==> src/hw/rtl/acpd_pkg.sv <==
// Shared types and constants for the ASCII to packed-decimal converter.
package acpd_pkg;

   localparam int MAX_DIGITS = 31;
   localparam int IDX_W      = (MAX_DIGITS > 1) ? $clog2(MAX_DIGITS) : 1;
   localparam int CNT_W      = $clog2(MAX_DIGITS + 1);
   localparam int TOT_W      = CNT_W + 1;
   localparam int PREC_W     = 5;
   localparam int PREC_MAX   = 31;
   localparam int BYTE_W     = PREC_W - 1;

   localparam int CSR_IDX_W  = 2;
   localparam int CSR_DATA_W = 5;
   localparam logic [CSR_IDX_W-1:0] CSR_PRECISION = 2'd0;
   localparam logic [CSR_IDX_W-1:0] CSR_SCALE     = 2'd1;
   localparam logic [CSR_IDX_W-1:0] CSR_AUTO      = 2'd2;

   localparam logic [PREC_W-1:0] PRECISION_RESET = 5'd15;
   localparam logic [PREC_W-1:0] SCALE_RESET     = 5'd0;
   localparam logic              AUTO_RESET      = 1'b1;

   localparam logic [7:0] CH_SPACE = 8'h20;
   localparam logic [7:0] CH_PLUS  = 8'h2B;
   localparam logic [7:0] CH_MINUS = 8'h2D;
   localparam logic [7:0] CH_POINT = 8'h2E;
   localparam logic [7:0] CH_ZERO  = 8'h30;
   localparam logic [7:0] CH_NINE  = 8'h39;

   localparam logic [3:0] SIGN_PLUS  = 4'hC;
   localparam logic [3:0] SIGN_MINUS = 4'hD;

   typedef enum logic [2:0] {
      PH_SKIP,
      PH_SIGNED,
      PH_INT,
      PH_FRAC,
      PH_DONE
   } parse_phase_type;

   typedef enum logic {
      EM_IDLE,
      EM_EMIT
   } emit_state_type;

   typedef enum logic [1:0] {
      NS_ZERO,
      NS_DIGIT,
      NS_SIGN
   } nib_sel_type;

   typedef struct packed {
      logic [7:0] char_code;
      logic       last_char;
   } req_type;

   typedef struct packed {
      logic [7:0]        packed_byte;
      logic              last_byte;
      logic              status;
      logic [PREC_W-1:0] used_precision;
      logic [PREC_W-1:0] used_scale;
   } rsp_type;

   typedef struct packed {
      logic [PREC_W-1:0] precision_setting;
      logic [PREC_W-1:0] scale_setting;
      logic              auto_format;
   } cfg_type;

   typedef struct packed {
      logic [CNT_W-1:0] int_count;
      logic [CNT_W-1:0] frac_count;
      logic [3:0]       sign_code;
      logic             overflow_flag;
   } num_type;

   typedef struct packed {
      logic             en;
      logic [IDX_W-1:0] addr;
      logic [3:0]       data;
   } ram_wr_type;

   typedef struct packed {
      logic             en;
      logic [IDX_W-1:0] addr_hi;
      logic [IDX_W-1:0] addr_lo;
   } ram_rd_type;

endpackage

==> src/hw/rtl/acpd_digit_ram.sv <==
// Digit store: one write port, two registered read ports.
module acpd_digit_ram (
   input  logic                clock,
   input  acpd_pkg::ram_wr_type wr,
   input  acpd_pkg::ram_rd_type rd,
   output logic [3:0]          rd_data_hi,
   output logic [3:0]          rd_data_lo
);
   import acpd_pkg::*;

   logic [3:0] mem [MAX_DIGITS];
   logic [3:0] rd_hi_ff;
   logic [3:0] rd_lo_ff;

   always_ff @(posedge clock) begin
      if (wr.en) begin
         mem[wr.addr] <= wr.data;
      end
   end

   // hold read data while no read is issued
   always_ff @(posedge clock) begin
      if (rd.en) begin
         rd_hi_ff <= mem[rd.addr_hi];
         rd_lo_ff <= mem[rd.addr_lo];
      end
   end

   assign rd_data_hi = rd_hi_ff;
   assign rd_data_lo = rd_lo_ff;

endmodule

==> src/hw/rtl/acpd_parse.sv <==
// Character parser: sign, integer and fraction digits into the digit store.
module acpd_parse (
   input  logic                 clock,
   input  logic                 reset,
   input  logic                 accept,
   input  acpd_pkg::req_type    req,
   output acpd_pkg::ram_wr_type wr,
   output logic                 done,
   output acpd_pkg::num_type    num
);
   import acpd_pkg::*;

   parse_phase_type  phase_ff, phase_in;
   logic [CNT_W-1:0] int_ff, int_in;
   logic [CNT_W-1:0] frac_ff, frac_in;
   logic [3:0]       sign_ff, sign_in;
   logic             ovf_ff, ovf_in;
   logic             done_ff, done_in;
   num_type          num_ff, num_in;

   logic             is_digit;
   logic             int_path;
   logic             take;
   logic             take_frac;
   logic [TOT_W-1:0] idx;

   assign is_digit = (req.char_code >= CH_ZERO) && (req.char_code <= CH_NINE);
   assign idx      = TOT_W'(int_ff) + TOT_W'(frac_ff);

   // a non-space, non-sign first character is handled as after a sign
   assign int_path = (phase_ff == PH_SIGNED) || (phase_ff == PH_INT) ||
                     ((phase_ff == PH_SKIP) && (req.char_code != CH_SPACE) &&
                      (req.char_code != CH_MINUS) && (req.char_code != CH_PLUS));

   always_comb begin
      phase_in  = phase_ff;
      int_in    = int_ff;
      frac_in   = frac_ff;
      sign_in   = sign_ff;
      ovf_in    = ovf_ff;
      done_in   = 1'b0;
      num_in    = num_ff;
      take      = 1'b0;
      take_frac = 1'b0;
      wr        = '0;
      if (accept) begin
         if (int_path) begin
            if (is_digit) begin
               take     = 1'b1;
               phase_in = PH_INT;
            end else if (req.char_code == CH_POINT) begin
               phase_in = PH_FRAC;
            end else begin
               phase_in = PH_DONE;
            end
         end else if (phase_ff == PH_SKIP) begin
            if (req.char_code == CH_MINUS) begin
               sign_in  = SIGN_MINUS;
               phase_in = PH_SIGNED;
            end else if (req.char_code == CH_PLUS) begin
               sign_in  = SIGN_PLUS;
               phase_in = PH_SIGNED;
            end
         end else if (phase_ff == PH_FRAC) begin
            if (is_digit) begin
               take      = 1'b1;
               take_frac = 1'b1;
            end else begin
               phase_in = PH_DONE;
            end
         end

         if (take) begin
            if (idx < TOT_W'(MAX_DIGITS)) begin
               wr.en   = 1'b1;
               wr.addr = IDX_W'(idx);
               wr.data = req.char_code[3:0];
               if (take_frac) begin
                  frac_in = frac_ff + 1'b1;
               end else begin
                  int_in = int_ff + 1'b1;
               end
            end else begin
               ovf_in = 1'b1;
            end
         end

         // hand the finished number over and clear for the next one
         if (req.last_char) begin
            done_in              = 1'b1;
            num_in.int_count     = int_in;
            num_in.frac_count    = frac_in;
            num_in.sign_code     = sign_in;
            num_in.overflow_flag = ovf_in;
            phase_in             = PH_SKIP;
            int_in               = '0;
            frac_in              = '0;
            sign_in              = SIGN_PLUS;
            ovf_in               = 1'b0;
         end
      end
   end

   always_ff @(posedge clock) begin
      if (reset) begin
         phase_ff <= PH_SKIP;
         int_ff   <= '0;
         frac_ff  <= '0;
         sign_ff  <= SIGN_PLUS;
         ovf_ff   <= 1'b0;
         done_ff  <= 1'b0;
      end else begin
         phase_ff <= phase_in;
         int_ff   <= int_in;
         frac_ff  <= frac_in;
         sign_ff  <= sign_in;
         ovf_ff   <= ovf_in;
         done_ff  <= done_in;
      end
   end

   always_ff @(posedge clock) begin
      num_ff <= num_in;
   end

   assign done = done_ff;
   assign num  = num_ff;

endmodule

==> src/hw/rtl/acpd_emit.sv <==
// Format setup, byte sequencer with digit reads, and output register.
module acpd_emit (
   input  logic                 clock,
   input  logic                 reset,
   input  acpd_pkg::cfg_type    cfg,
   input  logic                 done,
   input  acpd_pkg::num_type    num,
   output acpd_pkg::ram_rd_type rd,
   input  logic [3:0]           rd_data_hi,
   input  logic [3:0]           rd_data_lo,
   output logic                 busy,
   output logic                 rsp_valid,
   input  logic                 rsp_stall,
   output acpd_pkg::rsp_type    rsp_data
);
   import acpd_pkg::*;

   typedef struct packed {
      nib_sel_type      sel;
      logic [IDX_W-1:0] addr;
   } nib_req_type;

   typedef struct packed {
      nib_sel_type       sel_hi;
      nib_sel_type       sel_lo;
      logic              last;
      logic              status;
      logic [PREC_W-1:0] prec;
      logic [PREC_W-1:0] scale;
      logic [3:0]        sign_nib;
   } stage_type;

   emit_state_type    state_ff, state_in;
   logic [BYTE_W-1:0] byte_ff, byte_in;
   logic              s1_valid_ff, s1_valid_in;
   stage_type         s1_ff, s1_in;
   logic              rsp_valid_ff, rsp_valid_in;
   rsp_type           rsp_ff, rsp_in;

   // format of the number being emitted
   logic [PREC_W-1:0] prec_ff;
   logic [PREC_W-1:0] scale_ff;
   logic              ovf_ff;
   logic              lead_ff;
   logic [PREC_W-1:0] blanks_ff;
   logic [TOT_W-1:0]  tot_ff;
   logic [3:0]        sign_nib_ff;
   logic [BYTE_W-1:0] last_byte_ff;

   logic [TOT_W-1:0]  tot;
   logic [PREC_W-1:0] prec_c;
   logic [PREC_W-1:0] scale_c;
   logic [PREC_W-1:0] diff_ps;
   logic              ovf_c;
   logic              s1_move;
   logic              issue;
   nib_req_type       nib_hi;
   nib_req_type       nib_lo;

   function automatic nib_req_type pick_nib(
      input logic [PREC_W-1:0] pos,
      input logic              lead,
      input logic [PREC_W-1:0] prec,
      input logic              ovf,
      input logic [PREC_W-1:0] blanks,
      input logic [TOT_W-1:0]  total
   );
      nib_req_type       r;
      logic [PREC_W-1:0] d;
      logic [PREC_W-1:0] k;
      r.sel  = NS_ZERO;
      r.addr = '0;
      d      = pos - PREC_W'(lead);
      k      = d - blanks;
      if ((PREC_W + 1)'(pos) == (PREC_W + 1)'(prec) + (PREC_W + 1)'(lead)) begin
         r.sel = NS_SIGN;
      end else if ((pos >= PREC_W'(lead)) && !ovf && (d >= blanks) &&
                   (TOT_W'(k) < total) && (k < PREC_W'(MAX_DIGITS))) begin
         r.sel  = NS_DIGIT;
         r.addr = IDX_W'(k);
      end
      return r;
   endfunction

   function automatic logic [3:0] nib_value(
      input nib_sel_type sel,
      input logic [3:0]  digit,
      input logic [3:0]  sign_nib
   );
      logic [3:0] v;
      unique case (sel)
         NS_DIGIT: v = digit;
         NS_SIGN:  v = sign_nib;
         default:  v = 4'h0;
      endcase
      return v;
   endfunction

   // precision and scale from the digit counts or from the settings
   always_comb begin
      tot     = TOT_W'(num.int_count) + TOT_W'(num.frac_count);
      ovf_c   = num.overflow_flag;
      prec_c  = cfg.precision_setting;
      scale_c = cfg.scale_setting;
      if (cfg.auto_format) begin
         if (tot > TOT_W'(PREC_MAX)) begin
            ovf_c   = 1'b1;
            prec_c  = PREC_W'(PREC_MAX);
            scale_c = (num.frac_count > PREC_MAX) ? PREC_W'(PREC_MAX) :
                      PREC_W'(num.frac_count);
         end else begin
            prec_c  = PREC_W'(tot);
            scale_c = PREC_W'(num.frac_count);
         end
      end
      diff_ps = prec_c - scale_c;
      if ((scale_c > prec_c) || (num.int_count > diff_ps) ||
          (num.frac_count > scale_c)) begin
         ovf_c = 1'b1;
      end
   end

   always_ff @(posedge clock) begin
      if (done) begin
         prec_ff      <= prec_c;
         scale_ff     <= scale_c;
         ovf_ff       <= ovf_c;
         lead_ff      <= ~prec_c[0];
         blanks_ff    <= ovf_c ? '0 : (diff_ps - PREC_W'(num.int_count));
         tot_ff       <= tot;
         sign_nib_ff  <= ovf_c ? SIGN_PLUS : num.sign_code;
         last_byte_ff <= prec_c[PREC_W-1:1];
      end
   end

   assign nib_hi = pick_nib({byte_ff, 1'b0}, lead_ff, prec_ff, ovf_ff, blanks_ff, tot_ff);
   assign nib_lo = pick_nib({byte_ff, 1'b1}, lead_ff, prec_ff, ovf_ff, blanks_ff, tot_ff);

   assign s1_move = s1_valid_ff && (!rsp_valid_ff || !rsp_stall);
   assign issue   = (state_ff == EM_EMIT) && (!s1_valid_ff || s1_move);

   assign rd.en      = issue;
   assign rd.addr_hi = nib_hi.addr;
   assign rd.addr_lo = nib_lo.addr;

   always_comb begin
      state_in = state_ff;
      byte_in  = byte_ff;
      unique case (state_ff)
         EM_IDLE: begin
            if (done) begin
               state_in = EM_EMIT;
               byte_in  = '0;
            end
         end
         EM_EMIT: begin
            if (issue) begin
               if (byte_ff == last_byte_ff) begin
                  state_in = EM_IDLE;
                  byte_in  = '0;
               end else begin
                  byte_in = byte_ff + 1'b1;
               end
            end
         end
         default: begin
            state_in = EM_IDLE;
            byte_in  = '0;
         end
      endcase
   end

   always_comb begin
      s1_valid_in     = issue ? 1'b1 : (s1_move ? 1'b0 : s1_valid_ff);
      s1_in           = s1_ff;
      if (issue) begin
         s1_in.sel_hi   = nib_hi.sel;
         s1_in.sel_lo   = nib_lo.sel;
         s1_in.last     = (byte_ff == last_byte_ff);
         s1_in.status   = ovf_ff;
         s1_in.prec     = prec_ff;
         s1_in.scale    = scale_ff;
         s1_in.sign_nib = sign_nib_ff;
      end
      rsp_valid_in = s1_move ? 1'b1 : (rsp_valid_ff && rsp_stall);
      rsp_in       = rsp_ff;
      if (s1_move) begin
         rsp_in.packed_byte    = {nib_value(s1_ff.sel_hi, rd_data_hi, s1_ff.sign_nib),
                                  nib_value(s1_ff.sel_lo, rd_data_lo, s1_ff.sign_nib)};
         rsp_in.last_byte      = s1_ff.last;
         rsp_in.status         = s1_ff.status;
         rsp_in.used_precision = s1_ff.prec;
         rsp_in.used_scale     = s1_ff.scale;
      end
   end

   always_ff @(posedge clock) begin
      if (reset) begin
         state_ff     <= EM_IDLE;
         byte_ff      <= '0;
         s1_valid_ff  <= 1'b0;
         rsp_valid_ff <= 1'b0;
      end else begin
         state_ff     <= state_in;
         byte_ff      <= byte_in;
         s1_valid_ff  <= s1_valid_in;
         rsp_valid_ff <= rsp_valid_in;
      end
   end

   always_ff @(posedge clock) begin
      s1_ff  <= s1_in;
      rsp_ff <= rsp_in;
   end

   assign busy      = (state_ff == EM_EMIT);
   assign rsp_valid = rsp_valid_ff;
   assign rsp_data  = rsp_ff;

   a_done_when_idle: assert property (@(posedge clock) disable iff (reset)
      done |-> (state_ff == EM_IDLE))
      else $error("number finished while bytes still being emitted");

   a_s1_holds: assert property (@(posedge clock) disable iff (reset)
      (s1_valid_ff && rsp_valid_ff && rsp_stall) |=> s1_valid_ff)
      else $error("read stage dropped while output blocked");

   a_last_issue_idle: assert property (@(posedge clock) disable iff (reset)
      (issue && (byte_ff == last_byte_ff)) |=> (state_ff == EM_IDLE))
      else $error("sequencer kept running after the final byte");

   a_byte_bound: assert property (@(posedge clock) disable iff (reset)
      (state_ff == EM_EMIT) |-> (byte_ff <= last_byte_ff))
      else $error("byte counter ran past the final byte");

   a_sign_on_last: assert property (@(posedge clock) disable iff (reset)
      (s1_valid_ff && s1_ff.last) |-> (s1_ff.sel_lo == NS_SIGN))
      else $error("final byte without sign nibble");

endmodule

==> src/hw/rtl/ascii_to_packed_decimal.sv <==
// Top level: ASCII decimal string to packed-decimal bytes, with register port.
//
//  channel  direction  handshake           payload
//  req_     in         req_valid/req_stall req_data (char_code, last_char)
//  rsp_     out        rsp_valid/rsp_stall rsp_data (packed_byte, last_byte, status,
//                                          used_precision, used_scale)
//  csr_     in         csr_valid/csr_ready csr_index, csr_data
//
// Characters transfer one per cycle into the digit store memory while the input is not stalled.
// After the final character the block stalls the input while it sets up
// the format (P = precision applied) and then issues one byte per cycle,
// when the output is not stalled, through the two-port digit read, P/2 + 1 bytes in all.
// Output stalls hold the byte sequencer; the output register keeps one byte.
// Reset is synchronous; the digit store needs no clearing pass.
module ascii_to_packed_decimal (
   input  logic                             clock,
   input  logic                             reset,
   input  logic                             req_valid,
   output logic                             req_stall,
   input  acpd_pkg::req_type                req_data,
   output logic                             rsp_valid,
   input  logic                             rsp_stall,
   output acpd_pkg::rsp_type                rsp_data,
   input  logic                             csr_valid,
   output logic                             csr_ready,
   input  logic [acpd_pkg::CSR_IDX_W-1:0]   csr_index,
   input  logic [acpd_pkg::CSR_DATA_W-1:0]  csr_data
);
   import acpd_pkg::*;

   cfg_type    cfg_ff, cfg_in;
   ram_wr_type wr;
   ram_rd_type rd;
   logic [3:0] rd_data_hi;
   logic [3:0] rd_data_lo;
   logic       done;
   num_type    num;
   logic       busy;
   logic       accept;

   assign csr_ready = 1'b1;
   assign req_stall = done || busy;
   assign accept    = req_valid && !req_stall;

   always_comb begin
      cfg_in = cfg_ff;
      if (csr_valid && csr_ready) begin
         unique case (csr_index)
            CSR_PRECISION: cfg_in.precision_setting = PREC_W'(csr_data);
            CSR_SCALE:     cfg_in.scale_setting     = PREC_W'(csr_data);
            CSR_AUTO:      cfg_in.auto_format       = csr_data[0];
            default:       cfg_in = cfg_ff;
         endcase
      end
   end

   always_ff @(posedge clock) begin
      if (reset) begin
         cfg_ff.precision_setting <= PRECISION_RESET;
         cfg_ff.scale_setting     <= SCALE_RESET;
         cfg_ff.auto_format       <= AUTO_RESET;
      end else begin
         cfg_ff <= cfg_in;
      end
   end

   acpd_parse u_parse (
      .clock  (clock),
      .reset  (reset),
      .accept (accept),
      .req    (req_data),
      .wr     (wr),
      .done   (done),
      .num    (num)
   );

   acpd_digit_ram u_ram (
      .clock      (clock),
      .wr         (wr),
      .rd         (rd),
      .rd_data_hi (rd_data_hi),
      .rd_data_lo (rd_data_lo)
   );

   acpd_emit u_emit (
      .clock      (clock),
      .reset      (reset),
      .cfg        (cfg_ff),
      .done       (done),
      .num        (num),
      .rd         (rd),
      .rd_data_hi (rd_data_hi),
      .rd_data_lo (rd_data_lo),
      .busy       (busy),
      .rsp_valid  (rsp_valid),
      .rsp_stall  (rsp_stall),
      .rsp_data   (rsp_data)
   );

endmodule

==> config.mk <==
export PLATFORM = sky130hd
export DESIGN_NAME = ascii_to_packed_decimal
export DESIGN_NICKNAME = d
export VERILOG_FILES = /design/src/hw/rtl/acpd_pkg.sv /design/src/hw/rtl/acpd_digit_ram.sv /design/src/hw/rtl/acpd_parse.sv /design/src/hw/rtl/acpd_emit.sv /design/src/hw/rtl/ascii_to_packed_decimal.sv
export SDC_FILE = /design/constraint.sdc
export NUM_CORES = 1
export LEC_CHECK = 0
export ABC_AREA = 1
export BUFFER_PORTS_ARGS = -buffer_cell sky130_fd_sc_hd__buf_2
export CELL_PAD_IN_SITES_DETAIL_PLACEMENT = 0
export CELL_PAD_IN_SITES_GLOBAL_PLACEMENT = 2
export CORE_ASPECT_RATIO = 1.1
export CORE_MARGIN = 8
export CORE_UTILIZATION = 42
export DETAILED_ROUTE_END_ITERATION = 6
export GPL_TIMING_DRIVEN = 0
export PLACE_DENSITY_LB_ADDON = 0.1
export SKIP_LAST_GASP = 1
export SYNTH_ARGS = -nofsm -noshare
export SYNTH_HDL_FRONTEND = slang
export SYNTH_SLANG_ARGS = --single-unit
==> constraint.sdc <==
create_clock -name clock -period 9.4 [get_ports clock]
set_input_delay 1.88 -clock clock [delete_from_list [all_inputs] [get_ports clock]]
set_output_delay 1.88 -clock clock [all_outputs]
set_load 0.05 [all_outputs]
==> results of run 1 <==
## area by class of cell
type                            count  area, sq um
Fill cell                        3252        17400
Buffer                             70          342
Sequential cell                   251         7170
Timing Repair Buffer               42          220
Inverter                          247          927
Clock inverter                     11          115
Clock buffer                       38          748
Multi-Input combinational cell   1092         5760
Tap cell                          432          541
## cells in the final DEF, fill, tap and decap left out, drive strengths merged, types with 17 or more instances in the layout
cell type	instances
nand2	364
inv	246
nand3	237
edfxtp	214
nor2	149
nand4	115
buf	84
clkbuf	66
ha	56
a21oi	54
dfxtp	37
o21ai	36
or2	18
xor2	17
## critical path, cell delays in order, from the launching register on
cell      delay (ps)
dfxtp_1          560
inv_1            190
ha_1             250
a21boi_0         210
xor2_1           200
ha_1             320
a21oi_1          250
nand3b_1         140
nand2_1          120
inv_1             60
ha_1             290
nand3_1          110
nand2_1           60
nor2_1            80
nand3_1          120
nor2_4           320
clkbuf_1         580
nand4_1          160
nand3_1          140
nand3_1          130
nand3_1          140
nand2_1          150
nand2_1          100
nand2_1           50
## report_power, final
group          internal (mW)  total (mW)  switching (mW)
sequential              1.22        1.23          0.0132
clock                  0.609        1.04           0.434
combinational         0.0905       0.300           0.209
## per-layer routing
layer / track usage / up-vias / share of wire
li1: - / 5737 / -
met1: 0.290 / 5563 / 0.41
met2: 0.403 / 430 / 0.49
met3: 0.0254 / 97 / 0.053
met4: 0.0914 / 0 / 0.040
met5: 0 / - / 0
## sequential cells by signal, summed over array words and instances, names as in the netlist, 3 cells and up
signal and cells:
u_emit.tot_ff 6, u_emit.prec_ff 5, u_ram.mem 124, u_emit.sign_nib_ff 4, u_emit.byte_ff 4, u_emit.rsp_data 20
u_ram.rd_data_lo 4, u_parse.sign_ff 4, cfg_ff 11, u_parse.num 15, u_ram.rd_data_hi 4, u_emit.blanks_ff 5
u_parse.int_ff 5, u_emit.scale_ff 5, u_parse.frac_ff 5, u_parse.phase_ff 3, u_emit.s1_ff 20
## per-stage QoR
stage	instance area, sq um	util	total power [mW]	std cells	hold WS (ps)
3_3_place_gp	14900	0.449	1.55	2133	401
3_5_place_dp	15000	0.450	1.56	2134	406
6_report	15800	0.476	2.58	2183	419
2_1_floorplan	14200	-	1.46	1660	399
5_1_grt	15800	0.476	2.67	2183	425
4_1_cts	15800	0.476	2.60	2183	421
## cells by family after synthesis
logic type	count (synthesis)	synth area share
adder cells (fa/ha/maj)	62	0.0580
multiplexers	1	0.000707
other	1	0.000265
XOR/XNOR	23	0.0142
flip-flops	251	0.506
AND/OR/NAND/NOR	897	0.290
AO/OA/AOI/OAI	108	0.0409
buffers and inverters	317	0.0896
## worst paths after layout
| check | from | to | slack, ps |
|---|---|---|---|
| min reg2reg | u_emit.scale_ff[0] | u_emit.s1_ff[4] | 420 |
| max reg2reg | u_emit.byte_ff[0] | u_ram.rd_data_hi[1] | 4400 |
| max | u_emit.byte_ff[0] | u_ram.rd_data_hi[1] | 4400 |
| min | u_emit.scale_ff[0] | u_emit.s1_ff[4] | 420 |
==> results.py, run 1 <==
metrics = {
    "setup_path": {
        "arrival_ps": 5320,
        "critical_path_class": "reg2reg",
        "start_kind": "register",
        "critPathMaxFanout": 10,
        "crit_path_end_kind": "register",
        "required_ps": 9720,
        "reg2regPathDepth": 23,
    },
    "timing": {
        "setup-tns-final_ps": 0,
        "drv_slew": 0,
        "fmax_mhz": 200,
        "skew_ps": 13.3,
        "tightest_slew_ps": 1290,
        "layout_min_cycle_time_ps": 5000,
        "worst_slack_ps": 4400,
        "min_period_over_period": 0.532,
        "rsz0062_at_grt": "no",
        "hold_viol": 0,
        "setup-violations-final": 0,
        "max_slew_margin": 0.138,
    },
    "worst_hold_path": {
        "hp-class": "reg2reg",
        "hold_depth": 0,
    },
    "die": {
        "dieArea_sq_um": 39800,
        "core-area_sq_um": 33200,
        "die_w_um": 191,
        "die_y_um": 209,
        "rows": 70,
        "initial_core_util": 0.426,
        "ios": 44,
    },
    "grt": {
        "gr-total-overflow": 0,
        "grt_pass1_vias": 11800,
        "grt_pass1_wl_mm": 71.1,
        "grt_max_degree": 32,
        "grt_antenna_before_repair": 0,
        "track_usage": 0.232,
    },
    "placement": {
        "gp_congestion": 0.937,
        "port_buffers": 41,
        "dpl_worst_slack_ps": 4270,
        "hpwlAfterDp_mm": 34.4,
    },
    "drt": {
        "drt-vias-per-instance": 5.42,
        "vias": 11800,
        "initialDrtViolationCount": 1037,
        "wirelength_mm": 45.9,
        "wl_per_cell_um": 21.0,
        "drc": 0,
        "antenna_left": 0,
        "dr.pass1.iters": 6,
    },
    "logic_synthesis": {
        "synth_most_common_cell": "nand2_1",
        "synthTopCellsByArea": "edfxtp_1 (45%), nand2_1 (9.5%), nand3_1 (8.2%), inv_1 (6.3%), dfxtp_1 (5.2%)",
        "async_reset_ff_frac": 0,
        "synth_seq_cells": 251,
        "synth_flop_cell": "edfxtp_1",
        "synth_top_cell_by_area": "edfxtp_1",
        "syn_nets": 1743,
        "synth_edf_count": 214,
        "yosysSeqAreaShare": 0.506,
        "synthTopCellsByCount": "nand2_1 (360), inv_1 (237), nand3_1 (232)",
        "synth_cell_type_count": 42,
        "netlist_area_sq_um": 14200,
        "syn_inst": 1660,
        "yosysWarnings": 0,
        "synth_top_area_share": 0.454,
        "postSynthAreaPerCell_sq_um": 8.53,
    },
    "cts": {
        "insertion_delay_ps": 550,
        "numCtsBuffers": 27,
        "cts_tree": "built",
        "clockBufferDepth": 3,
        "root_buffer": "clkbuf_16",
        "cts.repair.resized": 0,
        "clk_pin_slew_worst_paths_ps": 60,
        "htreeDepth": 1,
        "cts_setup_buffers": 0,
        "holdBufCountCts": 0,
        "clock_sinks": 251,
    },
    "power": {
        "leakage_nw": 6.84,
        "power_density_nw_per_um2": 163,
        "max-vdd-ir-drop_mv": 0.131,
    },
    "finish": {
        "syn_to_final_growth_pct": 11.7,
        "antenna_cells": 0,
        "drive_above_1_share": 0.0942,
        "fin_nets": 1814,
    },
    "flow_run": {
        "maxCapViolCount": 0,
    },
    "status": {
        "outcome": "completed",
    },
}
Note: power is estimated with default switching activity, not from simulation.
==> run 2: changes to the inputs <==
--- a/config.mk
+++ b/config.mk
@@ -11,7 +11,7 @@
 export CELL_PAD_IN_SITES_GLOBAL_PLACEMENT = 2
 export CORE_ASPECT_RATIO = 1.1
 export CORE_MARGIN = 8
-export CORE_UTILIZATION = 42
+export CORE_UTILIZATION = 39
 export DETAILED_ROUTE_END_ITERATION = 6
 export GPL_TIMING_DRIVEN = 0
 export PLACE_DENSITY_LB_ADDON = 0.1
==> constraint.sdc (replaced) <==
create_clock -name clock -period 5.2 [get_ports clock]
set_input_delay 1.04 -clock clock [delete_from_list [all_inputs] [get_ports clock]]
set_output_delay 1.04 -clock clock [all_outputs]
set_load 0.05 [all_outputs]
==> run 2 against run 1 <==
Net effect: clock skew about the same; core utilization shrank 3.0 points; highest routed layer unchanged; clock-buffer cell count down 8; fmax up 4.9%; largest power group unchanged; die area up 7.1%; setup slack got worse by 4000 ps; sequential share of layout area is 0.68 points lower; register-to-register slack lost 4000 ps; non-clock buffer count unchanged; cell area increased by 1.5%; global-route usage shrank 1.2 points; hold slack improved by 2.9 ps.
==> results.py, run 2 (synthesis results as in run 1) <==
metrics = {
    "status": {
        "outcome": "completed",
    },
    "setup_path": {
        "reg2regPathDepth": 23,
        "required_ps": 5520,
        "critPathBufInv": 3,
        "r2r_setup_slack_ps": 430,
        "r2r_end": "u_ram.rd_data_hi[0]",
        "crit_slowest_cell": "clkbuf_1",
        "start_kind": "register",
        "critPathMaxFanout": 10,
        "crit_family": "simple AND/OR/NAND/NOR gates",
        "cp_cell_sequence": "inv_1 > ha_1 > a21boi_0 > xor2_1 > ha_1 > a21oi_1 > nand3b_1 > nand2_1 > inv_1 > ha_1 > nand3_1 > nand2_1 > nor2_1 > nand3_1 > nor2_4 > clkbuf_1 > nand4_1 > nand3_1 > nand3_1 > nand3_1 > nand2_1 > nand2_1 > nand2_1",
        "crit_path_end_kind": "register",
        "critical_path_class": "reg2reg",
        "crit_path_end": "u_ram.rd_data_hi[0]",
        "cp_num_cells": 23,
        "crit_start": "u_emit.byte_ff[1]",
        "reg2reg_from": "u_emit.byte_ff[1]",
        "arrival_ps": 5090,
        "max_stage_delay_ps": 570,
    },
    "finish": {
        "drive_above_1_share": 0.103,
        "finalNonFillerCells": 2241,
        "syn_to_final_growth_pct": 13.4,
        "regMostFlops": "u_ram.mem",
        "final_cell_area_sq_um": 16100,
        "fillCellCount": 3675,
        "fin_nets": 1815,
        "antenna_cells": 0,
        "layout_common_cells": "nand2_1 (360), inv_1 (237), nand3_1 (232)",
        "layout_commonest_cell": "nand2_1",
        "largest_reg_flops": 124,
    },
    "timing": {
        "fmax_mhz": 210,
        "hold_viol": 0,
        "setup-violations-final": 0,
        "min_period_over_period": 0.917,
        "rsz0062_at_grt": "no",
        "drv_slew": 0,
        "tightest_slew_ps": 1320,
        "skew_ps": 13.1,
        "worst_slack_ps": 431,
        "layout_min_cycle_time_ps": 4770,
        "setup-tns-final_ps": 0,
        "max_slew_margin": 0.117,
    },
    "grt": {
        "grt_max_degree": 32,
        "grt_pass1_wl_mm": 71.6,
        "track_usage": 0.220,
        "grt_pass1_vias": 11800,
        "grt_antenna_before_repair": 0,
        "gr-total-overflow": 0,
    },
    "placement": {
        "hpwlAfterDp_mm": 35.1,
        "dp.cells": 2189,
        "postPlaceCellArea_sq_um": 15000,
        "port_buffers": 41,
        "gp_congestion": 0.963,
        "dpl_worst_slack_ps": 283,
    },
    "drt": {
        "drt-vias-per-instance": 5.19,
        "dr.pass1.iters": 5,
        "initialDrtViolationCount": 698,
        "drc": 0,
        "vias": 11600,
        "antenna_left": 0,
        "wl_per_cell_um": 20.8,
        "wirelength_mm": 46.7,
    },
    "cts": {
        "numCtsBuffers": 28,
        "cts_tree": "built",
        "clockBufferDepth": 3,
        "holdBufCountCts": 0,
        "root_buffer": "clkbuf_16",
        "cts_setup_buffers": 0,
        "clock_sinks": 251,
        "clk_pin_slew_worst_paths_ps": 60,
        "htreeDepth": 1,
        "insertion_delay_ps": 560,
    },
    "die": {
        "initial_core_util": 0.393,
        "rows": 73,
        "die_w_um": 198,
        "core-area_sq_um": 36000,
        "die_y_um": 216,
        "dieArea_sq_um": 42700,
        "ios": 44,
    },
    "flow_run": {
        "maxCapViolCount": 0,
    },
    "power": {
        "leakage_nw": 6.91,
        "max-vdd-ir-drop_mv": 0.231,
        "power_density_nw_per_um2": 309,
    },
    "worst_hold_path": {
        "hp-start": "u_emit.scale_ff[0]",
        "hp-class": "reg2reg",
    },
}
[run 2: area by class of cell]
cell class	count	area (sq um)	share of cell area
repair buffers	42	233	0.0145
flip-flops and latches	251	7170	0.446
inverters	247	927	0.0577
plain buffers	70	343	0.0213
clock buffers	30	729	0.0454
multi-input cells	1092	5760	0.359
clock inverters	22	292	0.0182
well taps	487	609	0.0379
[run 2: worst min path at each step]
| stage | endpoint | cells after the start |
|---|---|---|
| 2_1_floorplan | u_parse.sign_ff[2] | 2 |
| 6_report | u_emit.s1_ff[4] | 0 |
| 4_1_cts | u_emit.rsp_data[10] | 0 |
| 3_5_place_dp | u_emit.s1_ff[5] | 0 |
| 5_1_grt | u_emit.rsp_data[6] | 0 |
| 3_3_place_gp | u_emit.rsp_data[10] | 0 |
[run 2: where the power goes]
group / total (mW) / internal [mW] / switching (mW)
combinational: 0.542 / 0.164 / 0.378
sequential: 2.23 / 2.21 / 0.0247
clock: 2.18 / 1.32 / 0.862
[run 2: routing by layer]
metal	vias to the layer above	share of wire	routed length (um)	global-route usage
li1	5736	-	-	-
met1	5492	0.42	19700	0.270
met2	311	0.49	22900	0.380
met3	102	0.043	2000	0.0266
met4	0	0.047	2190	0.103
met5	-	0	0	0
[run 2: metrics by stage]
stage           util  power (mW)  hold slack [ps]
6_report       0.446        4.96              422
5_1_grt        0.446        5.13              440
4_1_cts        0.446        5.00              424
3_5_place_dp   0.418        2.82              405
3_3_place_gp   0.416        2.81              400
2_1_floorplan      -        2.64              399
[run 2: worst register-to-register path, cell delays in order (launching register included)]
cell and delay, ps:
dfxtp_1 500, inv_1 150, ha_1 210, a21boi_0 240, xor2_1 180, ha_1 310
a21oi_1 220, nand3b_1 140, nand2_1 120, inv_1 70, ha_1 280, nand3_1 110
nand2_1 50, nor2_1 80, nand3_1 120, nor2_4 320, clkbuf_1 580, nand4_1 180
nand3_1 150, nand3_1 100, nand3_1 110, nand2_1 140, nand2_1 90, nand2_1 60
[run 2: timing repair]
action                                  in CTS  in global routing
hold endpoints to repair                     0                  0
endpoints found under the setup margin       0                  4
resized for setup                            0                  3
